==> config.mk <==
export PLATFORM = sky130hd
export DESIGN_NAME = cfir_tail
export DESIGN_NICKNAME = d
export VERILOG_FILES = /design/src/rtl/core/cfir_pkg.sv /design/src/rtl/core/cfir_tail.sv
export SDC_FILE = /design/constraint.sdc
export NUM_CORES = 1
export LEC_CHECK = 0
export BUFFER_PORTS_ARGS = -buffer_cell sky130_fd_sc_hd__buf_2
export CORE_ASPECT_RATIO = 0.7
export CORE_MARGIN = 2
export CORE_UTILIZATION = 30
export DETAILED_ROUTE_END_ITERATION = 6
export PLACE_DENSITY = 0.57
export SYNTH_ARGS = -nofsm -noshare
export SYNTH_HDL_FRONTEND = slang
export SYNTH_SLANG_ARGS = --single-unit
==> constraint.sdc <==
create_clock -name clk -period 7.1 [get_ports clk]
set_input_delay 0 -clock clk [delete_from_list [all_inputs] [get_ports clk]]
set_output_delay 0 -clock clk [all_outputs]
set_load 0.01 [all_outputs]
==> src/rtl/core/cfir_pkg.sv <==
// Shared types and constants for the complex FIR filter core.
// No dependencies; every other file in rtl/core refers to this package by scoped name.
package cfir_pkg;

	// Command codes carried by an input beat.
	typedef enum logic [1:0] {
		CMD_FILTER = 2'd0,
		CMD_LOAD   = 2'd1,
		CMD_CLEAR  = 2'd2,
		CMD_NONE   = 2'd3
	} cmd_t;

	// One complex 16-bit value.
	typedef struct packed {
		logic signed [15:0] re;
		logic signed [15:0] im;
	} cplx_t;

	// A beat as it travels down the cell chain.
	typedef struct packed {
		logic       valid;
		cmd_t       cmd;
		logic [4:0] tap_index;
		cplx_t      value;
	} beat_t;

	// Width of one complex product part: a*c - b*d needs one bit over 32.
	localparam int PROD_W = 33;
	typedef logic signed [PROD_W-1:0] prod_t;

	// Output saturation limits.
	localparam logic signed [15:0] OUT_MAX = 16'sh7fff;
	localparam logic signed [15:0] OUT_MIN = -16'sh8000;

	// Configuration register map.
	localparam int APB_ADDR_W = 2;
	localparam logic [APB_ADDR_W-1:0] ADDR_SHIFT_AMOUNT = 2'd0;
	localparam logic [5:0] SHIFT_RESET = 6'd15;

endpackage

==> src/rtl/core/cfir_tail.sv <==
// Tail of the complex FIR chain: final add, shift and saturate, result register.
// Depends on cfir_pkg for the beat type and saturation limits.
module cfir_tail #(
	parameter int ACC_WIDTH = 48
) (
	input  logic                        clk,
	input  logic                        arst_n,
	input  cfir_pkg::beat_t             beat_i,
	input  logic signed [ACC_WIDTH-1:0] sum_re_i,
	input  logic signed [ACC_WIDTH-1:0] sum_im_i,
	input  cfir_pkg::prod_t             prod_re_i,
	input  cfir_pkg::prod_t             prod_im_i,
	input  logic [5:0]                  shift_amount,
	input  logic                        res_stall,
	output logic                        advance,
	output logic                        res_valid,
	output logic signed [15:0]          out_re,
	output logic signed [15:0]          out_im
);

	typedef logic signed [ACC_WIDTH-1:0] acc_t;

	logic               v_s1;
	acc_t               acc_re_s1;
	acc_t               acc_im_s1;
	logic               res_valid_q;
	logic signed [15:0] out_re_q;
	logic signed [15:0] out_im_q;

	// Arithmetic shift right, then clamp to the 16-bit range.
	function automatic logic signed [15:0] narrow(acc_t acc, logic [5:0] sh);
		acc_t v;
		v = acc >>> sh;
		if (v > acc_t'(cfir_pkg::OUT_MAX)) begin
			return cfir_pkg::OUT_MAX;
		end else if (v < acc_t'(cfir_pkg::OUT_MIN)) begin
			return cfir_pkg::OUT_MIN;
		end
		return v[15:0];
	endfunction

	// The chain freezes only when a finished sum has nowhere to go.
	assign advance = !(v_s1 && res_valid_q && res_stall);

	// Final accumulation stage.
	always_ff @(posedge clk or negedge arst_n) begin
		if (!arst_n) begin
			v_s1 <= 1'b0;
		end else if (advance) begin
			v_s1 <= beat_i.valid && (beat_i.cmd == cfir_pkg::CMD_FILTER);
		end
	end

	always_ff @(posedge clk) begin
		if (advance) begin
			acc_re_s1 <= sum_re_i + acc_t'(prod_re_i);
			acc_im_s1 <= sum_im_i + acc_t'(prod_im_i);
		end
	end

	// Result register valid flag.
	always_ff @(posedge clk or negedge arst_n) begin
		if (!arst_n) begin
			res_valid_q <= 1'b0;
		end else if (advance && v_s1) begin
			res_valid_q <= 1'b1;
		end else if (!res_stall) begin
			res_valid_q <= 1'b0;
		end
	end

	// Result payload.
	always_ff @(posedge clk) begin
		if (advance && v_s1) begin
			out_re_q <= narrow(acc_re_s1, shift_amount);
			out_im_q <= narrow(acc_im_s1, shift_amount);
		end
	end

	assign res_valid = res_valid_q;
	assign out_re    = out_re_q;
	assign out_im    = out_im_q;

	// A new result appears only from a finished filter sum.
	a_rise_from_sum: assert property (@(posedge clk) disable iff (!arst_n)
		$rose(res_valid_q) |-> $past(v_s1))
		else $error("result beat appeared without a finished sum");

	// A taken result with nothing behind it empties the register.
	a_drain: assert property (@(posedge clk) disable iff (!arst_n)
		res_valid_q && !res_stall && !v_s1 |=> !res_valid_q)
		else $error("result register did not drain");

endmodule

# Word level (Yosys, flattened, before mapping)
# Cells that the tools add are included.
[classes]
n_addsub = 2
order_cmp = 4
n_eq_ne = 1
shift = 2
n_mux = 14
reduce_logical = 6
[op_table]
columns = ["cell", "count"]
rows = [
  ["$add A48 B33 Y48", 2],
  ["$gt A48 B16 Y1 const B", 2],
  ["$lt A48 B16 Y1 const B", 2],
  ["$mux W16", 6],
  ["$sshr A48 B6 Y48", 2],
  ["$mux W1", 8],
  ["$logic_and A1 B1 Y1", 4],
  ["$logic_not A2 Y1", 1],
  ["$ne A2 B1 Y1 const B", 1],
  ["$logic_not A1 Y1", 1],
]
[word_totals]
reg_bits = 130
out_inout_bits = 34
wordCells = 35

# Depth between registers and ports, before layout
[logic_depth]
ltp_word = 6
mapped_depth = 17
depth_no_buf = 12

# Worst setup path after synthesis
# No wires, ideal clock.
[synth_path]
path_type = "register to register"
startpoint = "register res_valid_q, in the netlist res_valid"
endpoint = "register acc_im_s1[0], enable pin"
setup_time_ps = 1187
t_arrival_ps = 2673
t_required_ps = 5913
slack_ps = 3239
path_stages_with_launch = 2
period_less_slack_ps = 3861
cell_sequence = "dfrtp_1 -> nand3_1"
[synth_between]
elab_chain_len = 2
[synth_lines]
columns = ["element", "line", "rtl"]
rows = [
  ["start, declared", "cfir_tail.sv:26", "logic res_valid_q;"],
  ["start signal, assigned", "cfir_tail.sv:64", "res_valid_q <= 1'b0;"],
  ["start signal, assigned", "cfir_tail.sv:66", "res_valid_q <= 1'b1;"],
  ["start signal, assigned", "cfir_tail.sv:68", "res_valid_q <= 1'b0;"],
  ["$logic_and A1 B1 Y1 (2 in series)", "cfir_tail.sv:43", "assign advance = !(v_s1 && res_valid_q && res_stall);"],
  ["end signal, assigned", "cfir_tail.sv:57", "acc_im_s1 <= sum_im_i + acc_t'(prod_im_i);"],
  ["end, declared", "cfir_tail.sv:25", "acc_t acc_im_s1;"],
]
# Every way passes these cells.
# A chain may end at the register's enable or synchronous reset.

# Final worst setup path
[layout_path]
startpoint = "input port shift_amount[3]"
endpoint = "register out_re_q[9], in the netlist out_re[9] (data pin)"
[layout_between]
elab_chain_len = 6
elab_cells_between_ends = 8
[layout_lines]
columns = ["element", "line", "rtl"]
rows = [
  ["start, declared", "cfir_tail.sv:13", "input logic [5:0] shift_amount,"],
  ["$sshr A48 B6 Y48 *", "cfir_tail.sv:33", "v = acc >>> sh;"],
  ["$lt A48 B16 Y1", "cfir_tail.sv:36", "end else if (v < acc_t'(cfir_pkg::OUT_MIN)) begin"],
  ["$mux W1", "cfir_tail.sv:36", ""],
  ["$mux W1", "cfir_tail.sv:34", "if (v > acc_t'(cfir_pkg::OUT_MAX)) begin"],
  ["$mux W1", "cfir_tail.sv:74", "if (advance && v_s1) begin"],
  ["$mux W16 *", "cfir_tail.sv:39", "return v[15:0];"],
  ["end signal, assigned", "cfir_tail.sv:75", "out_re_q <= narrow(acc_re_s1, shift_amount);"],
  ["end, declared", "cfir_tail.sv:27", "logic signed [15:0] out_re_q;"],
]
# Mark *: on every way between the ends. The rest lies on a longest branch, timed or not. The select of a mux whose other input is x is not followed.

==> results.md <==
* Final wirelength at 52.81 mm
* Antenna viol nets, final at 0
* DR top layer: met4
* Setup TNS at 0 ns
* Sw frac at 39.72%
* Wire per inst at 20.19 um
* Final setup fails at 0
* Clk sinks at 130
* Drt pass-1 iters at 5
* Residual DRC at 0
* GRT Overall Usage at 18.44%
* H-tree depth at 4
* Syn Std Cell Area at 16410 sq um
* Synth Warn # at 0
* Clock power share at between 20% and 30%
* Area leader, netlist: edfxtp_1
* I/O pin cnt at 245
* Slew HR at 29.63%
* Clk root buf: clkbuf_16
* Routed met3 length at between 4 and 5 mm
* Synthesized flop and latch total at 130
* CTS clk-pin slew, worst paths at 0.06 ns
* Initial cell density of the core at 30.47%
* Initial antenna violation count at 1
* Filler cells at between 5000 and 6000
* VDD IR max at 0.0001469 V
* Total vias in the final route at between 10000 and 15000
* Vias in the first global route at 13730
* RSZ-0062 raised after global routing: false
* Most instantiated library cell after synthesis: nand2_1
* Period utilization at 61.58%
* Sequential share of power at 30.8%
* Top FF cell, synth: edfxtp_1
* Synth top area share at 23.43%
* CP Cell Sequence: buf_2 -> clkinv_1 -> and2_1 -> o31ai_1 -> mux2i_1 -> o21ai_0 -> nand3_1 -> nor3_1 -> a2bb2oi_2 -> o21ai_0
* CTS buffer count at 17
* Mapped Nets at 2034
* Ys async rst share at under 10%
* Buffers and inverters on the worst path at 2
* Fin Clk Skew at 0.01114 ns
* CTS tree: done
* Hold_buf cts at 10
* Share of layout cells above drive strength 1 at 22.48%
* Crit-path max FO at 38
* Ant diodes at 0
* Slowest cell on crit path: clkinv_1
* Placer Congestion at roughly 0.95
* CP delay by family, top: buffers and inverters
* Register area share after synthesis at 23.73%
* Max stage delay on crit path at approximately 1.1 ns
* Cells resized by post-CTS repair at 0
* Postcts setup bufs at 0
* Met2 wire length at ~20 mm
* Leakage power total at 7.492 nW
* Area growth syn-to-layout at 13.81%
* CP Capture Type: register
* Cells after synthesis at 1727
* Synth top cells by count: nand2_1, a21oi_1, nor2_1
* 1st-iter DRT viols at between 1000 and 1500
* Port Buffers at 207
* CP required at approximately 7.3 ns
* Total die area at 56600 sq um
* Pin count of the biggest net entering global routing at approximately 70
* Internal power at 2.365 mW
* Startpoint types: input port
* Final Power at 3.924 mW
* EDFF count, synth at 128
* Cell Pwr Density at 210.2 nW/um^2
* Clock Latency Late Sink at 0.45 ns
* CP arrival at 4.52 ns
* Worst-Margin Slew at 1.049 ns
* Standard-cell row count at 71
* DP Wirelength at 41.39 mm
* Setup CP Type: input port to register
* P_sw at about 1.6 mW
* Total grt overflow at 0
* Max Freq at approximately 230 MHz
* Worst min-delay path category: input port to register
* Number of max-cap violations at 0
* Number of distinct library cells after synthesis at 84
* Layout net count at 2181
* Die height at 199.7 um
* Power share of the combinational group at a little under half
* Final Hold Vio Count at 0
* Core area at approximately 54000 sq um
* CP dominant cell by count: o21ai_0
* Mean Syn Cell Area at around 9.5 sq um
* Via density at between 5 and 6
* Status: completed
* Die width at between 200 and 300 um
* First-pass GRT wire length at 81.88 mm
* Synth top area cells: edfxtp_1, mux4_2, ha_1, mux2i_1, a21oi_1
* M1 WL at 27.72 mm
* Max Transition Viols Final at 0
* Longest Clk Path Bufs at 2
* Fin crit period at 4.372 ns
## through the flow
| stage | hold slack, ns | setup WS, ns | cells | util (%) | instance area, sq um |
|---|---|---|---|---|---|
| after global placement | -0.2114 | 2.442 | 2575 | 33.45 | 18010 |
| after global routing | 0.01836 | 2.298 | 2616 | 34.68 | 18670 |
| after detailed placement | -0.2104 | 2.339 | 2575 | 33.45 | 18010 |
| after CTS | 0.005594 | 2.798 | 2616 | 34.68 | 18670 |
| final | 0.02038 | 2.728 | 2616 | 34.68 | 18670 |
| after floorplan | -0.2956 | 3.239 | 1727 | - | 16410 |
## power by group through the flow
stage	Clock [mW]	Sequential [mW]	Combinational [mW]
CTS	0.887	1.21	1.82
floorplan	0	1.14	1.31
global placement	0	1.21	1.80
finish	0.863	1.21	1.85
detailed placement	0	1.22	1.80
global route	0.919	1.23	2.01
## cell usage in the layout (no fill, tap or decap), types with 26 or more instances in the layout
cell type and count:
o21ai_0 101, nor3_1 32, nand3_1 37, o21a_1 29
nand2_1 167, a21o_1 58, inv_1 30, mux4_2 103
mux2i_1 79, a211oi_1 29, edfxtp_1 128, mux2_2 38
a21oi_1 137, xnor2_1 56, nor2_1 131, buf_2 205
and3_1 26, ha_1 94
## sequential cells by signal (all words and copies together), names as in the netlist
register   cells
acc_im_s1     48
acc_re_s1     48
out_im        16
out_re        16
res_valid      1
v_s1           1
## final timing paths
path,to,start,depth (start not counted),slack (ns)
worst max-delay path,out_re[9],shift_amount[3],10,2.73
worst min-delay path,acc_re_s1[6],prod_re_i[6],3,0.02
worst max register to register,out_im[2],acc_im_s1[47],9,3.02
worst min register to register,res_valid,v_s1,1,0.53
max in group asynchronous,v_s1,arst_n,3,6.56
min in group asynchronous,res_valid,arst_n,3,0.42
## cells by family (layout without fill, tap and decap cells)
logic type	count (synthesis)	in the layout	share of synthesized area [%]
buffers and inverters	142	301	3.996
adder cells (fa/ha/maj)	96	96	7.413
AO/OA/AOI/OAI	529	529	21.02
AND/OR/NAND/NOR	510	510	14.69
multiplexers	241	241	24.93
flip-flops	130	130	23.73
XOR/XNOR	79	79	4.217
## layout make-up
| cell class | count | area, sq um | area share (%) |
|---|---|---|---|
| Clock buffer | 17 | 425.4 | 2.278 |
| Clock inverter | 14 | 140.1 | 0.7505 |
| Inverter | 33 | 123.9 | 0.6634 |
| Multi-Input combinational cell | 1455 | 11880 | 63.63 |
| Sequential cell | 130 | 3894 | 20.85 |
| Tap cell | 730 | 913.4 | 4.892 |
| Timing Repair Buffer | 237 | 1295 | 6.936 |
## tightest hold or removal path: cells and delay by family
family,cells,cell delay [ns]
XOR/XNOR,1,0.13
adder cells (fa/ha/maj),1,0.14
buffers and inverters,1,0.08
## per-layer routing
layer | vias to the layer above | track usage, %
li1 | 7084 | -
met1 | 7146 | 29.51
met2 | 550 | 24.15
met3 | 33 | 5.171
met4 | 0 | 2.743
met5 | - | 0
Note: power is estimated with default switching activity, not from simulation.
