==> src/rtl/core/cfir_pkg.sv <==
// Shared types and constants for the complex FIR filter core.
// No dependencies; every other file in rtl/core refers to this package by scoped name.
package cfir_pkg;

	// Command codes carried by an input beat.
	typedef enum logic [1:0] {
		CMD_FILTER = 2'd0,
		CMD_LOAD   = 2'd1,
		CMD_CLEAR  = 2'd2,
		CMD_NONE   = 2'd3
	} cmd_t;

	// One complex 16-bit value.
	typedef struct packed {
		logic signed [15:0] re;
		logic signed [15:0] im;
	} cplx_t;

	// A beat as it travels down the cell chain.
	typedef struct packed {
		logic       valid;
		cmd_t       cmd;
		logic [4:0] tap_index;
		cplx_t      value;
	} beat_t;

	// Width of one complex product part: a*c - b*d needs one bit over 32.
	localparam int PROD_W = 33;
	typedef logic signed [PROD_W-1:0] prod_t;

	// Output saturation limits.
	localparam logic signed [15:0] OUT_MAX = 16'sh7fff;
	localparam logic signed [15:0] OUT_MIN = -16'sh8000;

	// Configuration register map.
	localparam int APB_ADDR_W = 2;
	localparam logic [APB_ADDR_W-1:0] ADDR_SHIFT_AMOUNT = 2'd0;
	localparam logic [5:0] SHIFT_RESET = 6'd15;

endpackage

==> src/rtl/core/cfir_cell.sv <==
// One cell of the complex FIR chain: holds one tap and one history sample.
// Depends on cfir_pkg for the beat, complex and product types.
module cfir_cell #(
	parameter int ACC_WIDTH = 48,
	parameter int TAP_IDX   = 0
) (
	input  logic                       clk,
	input  logic                       arst_n,
	input  logic                       advance,
	input  cfir_pkg::beat_t            beat_i,
	input  logic signed [ACC_WIDTH-1:0] sum_re_i,
	input  logic signed [ACC_WIDTH-1:0] sum_im_i,
	input  cfir_pkg::prod_t            prod_re_i,
	input  cfir_pkg::prod_t            prod_im_i,
	output cfir_pkg::beat_t            beat_o,
	output logic signed [ACC_WIDTH-1:0] sum_re_o,
	output logic signed [ACC_WIDTH-1:0] sum_im_o,
	output cfir_pkg::prod_t            prod_re_o,
	output cfir_pkg::prod_t            prod_im_o
);

	typedef logic signed [ACC_WIDTH-1:0] acc_t;

	cfir_pkg::cplx_t tap_q;
	cfir_pkg::cplx_t hist_q;
	cfir_pkg::beat_t beat_q;
	acc_t            sum_re_q;
	acc_t            sum_im_q;
	cfir_pkg::prod_t prod_re_q;
	cfir_pkg::prod_t prod_im_q;

	logic signed [31:0] ac, bd, ad, bc;
	cfir_pkg::beat_t    beat_d;
	logic               tap_hit;

	// Complex product of this cell's tap and history sample.
	always_comb begin
		ac = tap_q.re * hist_q.re;
		bd = tap_q.im * hist_q.im;
		ad = tap_q.re * hist_q.im;
		bc = tap_q.im * hist_q.re;
	end

	// A passing filter beat carries the displaced history sample onward.
	always_comb begin
		beat_d = beat_i;
		if (beat_i.cmd == cfir_pkg::CMD_FILTER) begin
			beat_d.value = hist_q;
		end
		tap_hit = (int'(beat_i.tap_index) == TAP_IDX);
	end

	// Per-cell state update as a beat passes.
	always_ff @(posedge clk or negedge arst_n) begin
		if (!arst_n) begin
			tap_q  <= '0;
			hist_q <= '0;
			beat_q <= '0;
		end else if (advance) begin
			beat_q <= beat_d;
			if (beat_i.valid) begin
				case (beat_i.cmd)
					cfir_pkg::CMD_FILTER: hist_q <= beat_i.value;
					cfir_pkg::CMD_LOAD: begin
						if (tap_hit) begin
							tap_q <= beat_i.value;
						end
					end
					cfir_pkg::CMD_CLEAR: hist_q <= '0;
					default: ;
				endcase
			end
		end
	end

	// Product register and running sum; the previous cell's product joins here.
	always_ff @(posedge clk) begin
		if (advance) begin
			prod_re_q <= cfir_pkg::prod_t'(ac) - cfir_pkg::prod_t'(bd);
			prod_im_q <= cfir_pkg::prod_t'(ad) + cfir_pkg::prod_t'(bc);
			sum_re_q  <= sum_re_i + acc_t'(prod_re_i);
			sum_im_q  <= sum_im_i + acc_t'(prod_im_i);
		end
	end

	assign beat_o    = beat_q;
	assign sum_re_o  = sum_re_q;
	assign sum_im_o  = sum_im_q;
	assign prod_re_o = prod_re_q;
	assign prod_im_o = prod_im_q;

	// The cell state must hold while the chain is frozen.
	a_hold_state: assert property (@(posedge clk) disable iff (!arst_n)
		!advance |=> $stable(tap_q) && $stable(hist_q) && $stable(beat_q))
		else $error("cell state changed while the chain was frozen");

endmodule

==> config.mk <==
export PLATFORM = sky130hd
export DESIGN_NAME = cfir_cell
export DESIGN_NICKNAME = d
export VERILOG_FILES = /design/src/rtl/core/cfir_pkg.sv /design/src/rtl/core/cfir_cell.sv
export SDC_FILE = /design/constraint.sdc
export NUM_CORES = 2
export LEC_CHECK = 0
export BUFFER_PORTS_ARGS = -buffer_cell sky130_fd_sc_hd__buf_2
export CORE_MARGIN = 3
export CORE_UTILIZATION = 46
export CTS_CLUSTER_DIAMETER = 30
export DETAILED_ROUTE_END_ITERATION = 10
export SLEW_MARGIN = 20
export SYNTH_ARGS = -nofsm -noshare
export SYNTH_HDL_FRONTEND = slang
export SYNTH_SLANG_ARGS = --single-unit
export TNS_END_PERCENT = 50
==> constraint.sdc <==
create_clock -name clk -period 24.3 [get_ports clk]
set_input_delay 4.86 -clock clk [delete_from_list [all_inputs] [get_ports clk]]
set_output_delay 4.86 -clock clk [all_outputs]
set_load 0.02 [all_outputs]
[Yosys cells after proc, flatten, opt, wreduce, memory -nomap -nowiden]
Index checks and enable logic that the tools add are counted.
Storage, ports and cells
  memories: 0
  ROM bits: 0
  logic and storage cells: 30
  bits of input ports: 205
  RAM bits: 0
  register bits after elaboration: 266
  output and inout bits: 202
  bits in latches: 0
Cells by class
  shift operators: 0
  $mul: 4
  bitwise gates (word level): 0
  magnitude comparators: 0
  mux-type cells: 2
  eq/ne operators: 2
  div/mod/pow operators: 0
  $add $sub $neg: 4
  reduce and logical (&&, ||, !) cells: 5
Operators with widths (count)
  16-bit by 16-bit multiplier with 32-bit output: 4
  48-bit by 33-bit adder with 48-bit output: 2
  32-bit one-hot mux with 2 select lines: 1
  32-bit by 32-bit adder with 33-bit output: 1
  32-bit by 32-bit subtractor with 33-bit output: 1
  32-bit 2-to-1 mux: 1
  5-bit zero test: 1
  4-bit AND reduction: 1
  3-bit AND reduction: 1
  2-bit by 1-bit == test with 1-bit output, second input constant: 1
  2-bit == test, second input constant: 1
  2-bit zero test: 1
  2-bit nonzero test: 1

[Depth between registers and ports, before layout]
  depth in word-level cells: 3
  mapped depth: 30
  gate-level depth less buffers: 28

[Least setup slack after synthesis]
OpenSTA, ideal clock, no wires.
  path kind: register to register
  from: register tap_q[15] (netlist name)
  to: register prod_re_q[30] (netlist: prod_re_o[30]), data pin
  arrival time: 7408 ps
  required time: 24042 ps
  buffers on the path: 1
  library setup time: 258 ps
  clock period less this slack: 7666 ps
  setup slack: 16634 ps
  stages on the path, launching flop included: 28
  path through: dfrtp_1 clkbuf_1 nand2_1 inv_1 fa_1 inv_1 fa_1 inv_1 fa_1 inv_1 fa_1 fa_1 fa_1 fa_1 inv_1 fa_1 inv_1 ha_1 a21o_1 a21o_1 a21o_1 a21oi_1 o21ai_0 a2111oi_2 o21ai_1 a41o_1 a21oi_2 xnor2_1
Between the ends
  word-level cells in the longest chain between the ends: 2
RTL lines
  start, declared: line cfir_cell.sv:24  | cfir_pkg::cplx_t tap_q;
  start signal, assigned: line cfir_cell.sv:66  | tap_q <= beat_i.value;
  16-bit by 16-bit multiplier with 32-bit output: line cfir_cell.sv:39  | bd = tap_q.im * hist_q.im;
  32-bit by 32-bit subtractor with 33-bit output: line cfir_cell.sv:79  | prod_re_q <= cfir_pkg::prod_t'(ac) - cfir_pkg::prod_t'(bd);
  end signal, assigned: line cfir_cell.sv:79
  end, declared: line cfir_cell.sv:29  | cfir_pkg::prod_t prod_re_q;
Every way passes these cells.
A chain may end at the register's enable or synchronous reset.

[Final worst setup path]
  from: register hist_q[16] (netlist name)
  to: register prod_im_q[32] (netlist: prod_im_o[32]), data pin
Between the ends
  word-level cells in the longest chain between the ends: 2
RTL lines
  start, declared: line cfir_cell.sv:25  | cfir_pkg::cplx_t hist_q;
  start signal, assigned: line cfir_cell.sv:63  | cfir_pkg::CMD_FILTER: hist_q <= beat_i.value;
  16-bit by 16-bit multiplier with 32-bit output: line cfir_cell.sv:41  | bc = tap_q.im * hist_q.re;
  32-bit by 32-bit adder with 33-bit output: line cfir_cell.sv:80  | prod_im_q <= cfir_pkg::prod_t'(ad) + cfir_pkg::prod_t'(bc);
  end signal, assigned: line cfir_cell.sv:80
  end, declared: line cfir_cell.sv:30  | cfir_pkg::prod_t prod_im_q;
Every way passes these cells.

==> flow_metrics.env <==
export IMPL_syn2layout_area_growth_pct=11.8
export IMPL_dpl_cell_count=7299
export IMPL_crit_arrival_ns=9.11
export IMPL_drt_drc_violations_left=0
export IMPL_grt_usage_pct=23.6
export IMPL_yosys_warnings=0
export IMPL_synth_top_area_share_pct=43.3
export IMPL_fp_row_count=125
export IMPL_coreArea_sq_um=117000
export IMPL_grt_pass1_vias=41400
export IMPL_grt_use_met1_pct=30.6
export IMPL_drt_pre_antenna_iters=7
export IMPL_die_area_sq_um=122000
export IMPL_clock_sink_count=266
export IMPL_final_cells=7456
export IMPL_hold_viol=0
export IMPL_die_w_microns=350
export IMPL_vias=38000
export IMPL_tns_ns=0
export IMPL_yosysSeqAreaShare_pct=13.7
export IMPL_end_kind="register"
export IMPL_viasPerCell=5.10
export IMPL_numCtsBuffers=85
export IMPL_relSlewSlack_pct=27.7
export IMPL_grt_pass1_wl_microns=225000
export IMPL_io_pins=407
export IMPL_crit_path_start_kind="register"
export IMPL_grt_util_met3_pct=4.03
export IMPL_die_y_microns=350
export IMPL_cts_tree="built"
export IMPL_ys_flop_type="edfxtp_1"
export IMPL_grt_ovfl_total=0
export IMPL_register_area_sq_um=7480
export IMPL_hpwl_microns=108000
export IMPL_fmax_mhz=115
export IMPL_htreeDepth=3
export IMPL_drt_initial_drc_count=1965
export IMPL_syn_num_nets=7328
export IMPL_yosys_register_bits=266
export IMPL_ir_worst_vdd_mv=0.106
export IMPL_drv_slew=0
export IMPL_finalSetupViolCount=0
export IMPL_fin_worst_hold_slack_ns=0.480
export IMPL_gp_congestion=0.873
export IMPL_routed_wirelength_microns=138000
export IMPL_ant_nets=0
export IMPL_critical_path_required_ns=24.69
export IMPL_netlist_cell_type_count=74
export IMPL_regToRegSetupSlack_ns=15.59
export IMPL_synth_edf_count=162
export IMPL_gr_usage_met2_pct=40.5
export IMPL_fin_crit_ns=8.71
export IMPL_port_buffers=406
export IMPL_cp_max_fo=32
export IMPL_syn_inst=5544
export IMPL_antenna_found_initial=6
export IMPL_max_cap_violations=0
export IMPL_p_per_area_nw_per_um2=71.7
export IMPL_syn_area_sq_um=54300
export IMPL_multi_input_area_sq_um=41100
export IMPL_fillCellCount=10800
export IMPL_initial_core_util_pct=46.6
export IMPL_p_leak_nw=30.4
export IMPL_grt_max_degree=131
export IMPL_tightestPinTransition_ns=1.09
export IMPL_rsz0062_at_grt="no"
export IMPL_crit_type="reg2reg"
export IMPL_min_path_type="reg2reg"
export IMPL_yosysTopAreaCell="fa_1"
export IMPL_layout_drive_gt1_share_pct=11.4
export IMPL_post_cts_resized=0
export IMPL_nNetsFinal=7646
export IMPL_p_total_w=0.00435
export IMPL_wire_per_inst_microns=18.6
export IMPL_status="finished clean"
export IMPL_clkTransAtPathRegs_ns=0.04
export IMPL_ctsHoldBuffers=0
export IMPL_synthTopCellsByArea="fa_1 (43%), ha_1 (9.3%), inv_1 (9.0%)"
export IMPL_grt_busiest_layer="met2"
export IMPL_cts_setup_buffers=0
export IMPL_insertion_delay_ns=0.66
export IMPL_avgSynthCellArea_sq_um=9.80
export IMPL_clock_skew_ns=0.0183
export IMPL_post_route_period_util_pct=35.9
export IMPL_cts_root_buf="clkbuf_16"
export IMPL_ctsLongestPathBuffers=3
export IMPL_async_reset_ff_share_pct=39.1
area by class of cell:
| class | count | area share (%) |
|---|---|---|
| multi-input combinational | 3741 | 67.7 |
| clock inverter | 41 | 0.816 |
| tap | 1524 | 3.14 |
| clock buffer | 113 | 3.84 |
| sequential | 266 | 12.3 |
| antenna | 3 | 0.0124 |
| timing repair buffer | 469 | 4.17 |
| inverter | 1299 | 8.03 |
final timing paths:
kind                                 start             to  depth (start not counted)
worst max-delay path            hist_q[16]  prod_im_o[32]                         25
worst min-delay path             hist_q[8]      hist_q[8]                          2
worst max register to register  hist_q[16]  prod_im_o[32]                         25
worst min register to register   hist_q[8]      hist_q[8]                          2
max in group asynchronous           arst_n     hist_q[20]                          2
min in group asynchronous           arst_n     beat_o[17]                          1
registers in the layout, indices dropped and copies added (netlist names):
signal     cells
hist_q        32
sum_re_o      48
beat_o        40
tap_q         32
sum_im_o      48
prod_re_o     33
prod_im_o     33
synthesized netlist by cell type (all sizes together) (83+ instances only):
library cell,number
inv,1299
fa,1175
nand2,571
and2,489
ha,404
clkbuf,231
edfxtp,162
nor2,160
a21oi,156
xnor2,136
o21ai,105
dfrtp,104
a21o,83
worst max-delay path: stages (launching register included):
cell      delay, ns
dfrtp_1        0.38
buf_4          0.40
and2_1         0.77
fa_1           0.57
fa_1           0.51
inv_1          0.05
fa_1           0.48
inv_1          0.05
fa_1           0.48
fa_1           0.57
fa_1           0.43
fa_1           0.49
inv_1          0.05
fa_1           0.48
inv_1          0.04
ha_1           0.41
nand4_1        0.12
inv_1          0.09
nand2_1        0.08
nor4_1         0.47
o31ai_1        0.30
a211oi_1       0.44
nor3_1         0.13
o41ai_1        0.37
a21oi_1        0.13
xnor2_1        0.13
per-layer routing:
metal	vias to the layer above	part of all wire [%]	wire, microns
met5	-	0.030	42
met4	6	3.0	4190
met3	221	6.1	8390
met2	1072	49	68500
met1	19500	41	57300
li1	17300	-	-
cells in the final DEF, fill, tap and decap left out, types with 9 or more instances in the layout:
cell / Yosys / layout
fa_1: 1175 / 1175
nand3_1: 25 / 25
nor3_1: 29 / 29
nand4_1: 20 / 20
dfrtp_2: 0 / 12
nor2_1: 160 / 159
nand2_1: 571 / 571
nand2b_1: 77 / 77
xor2_1: 43 / 43
o21a_1: 17 / 17
o21ai_1: 9 / 9
buf_4: 0 / 63
a211oi_1: 13 / 13
o21bai_1: 29 / 29
a21oi_1: 155 / 155
inv_1: 1299 / 1298
nor2b_1: 15 / 15
clkbuf_1: 231 / 19
buf_2: 3 / 404
clkinv_2: 0 / 14
dfrtp_1: 104 / 92
clkbuf_16: 0 / 86
ha_1: 404 / 404
and2_1: 489 / 489
xnor2_1: 136 / 136
a21o_1: 83 / 83
edfxtp_1: 162 / 162
mux2_2: 39 / 39
mux2i_1: 33 / 33
and3_1: 20 / 20
o21ai_0: 94 / 94
kinds of logic after synthesis:
| kind of cell | count (synthesis) | synth area share [%] |
|---|---|---|
| adder cells (fa/ha/maj) | 1579 | 52.6 |
| multiplexers | 72 | 1.42 |
| buffers and inverters | 1537 | 10.6 |
| AO/OA/AOI/OAI | 477 | 5.66 |
| XOR/XNOR | 179 | 2.89 |
| flip-flops | 266 | 13.7 |
| AND/OR/NAND/NOR | 1434 | 13.1 |
power breakdown:
part / internal, W / switching (W) / leakage, nW
logic: 0.00104 / 0.00147 / 26.2
clock network: 0.000750 / 0.000329 / 1.37
registers: 0.000683 / 0.0000725 / 2.90
metrics by stage:
| step | util [%] | cell area (sq um) | worst slack [ns] |
|---|---|---|---|
| 3_3_place_gp | 49.6 | 57900 | 15.68 |
| 5_1_grt | 52.0 | 60700 | 15.02 |
| 3_5_place_dp | 49.6 | 57900 | 15.51 |
| 4_1_cts | 52.0 | 60700 | 15.48 |
| 2_1_floorplan | - | 54300 | 16.63 |
| 6_report | 52.0 | 60700 | 15.59 |
No activity file was read; power rests on OpenSTA's default activity.
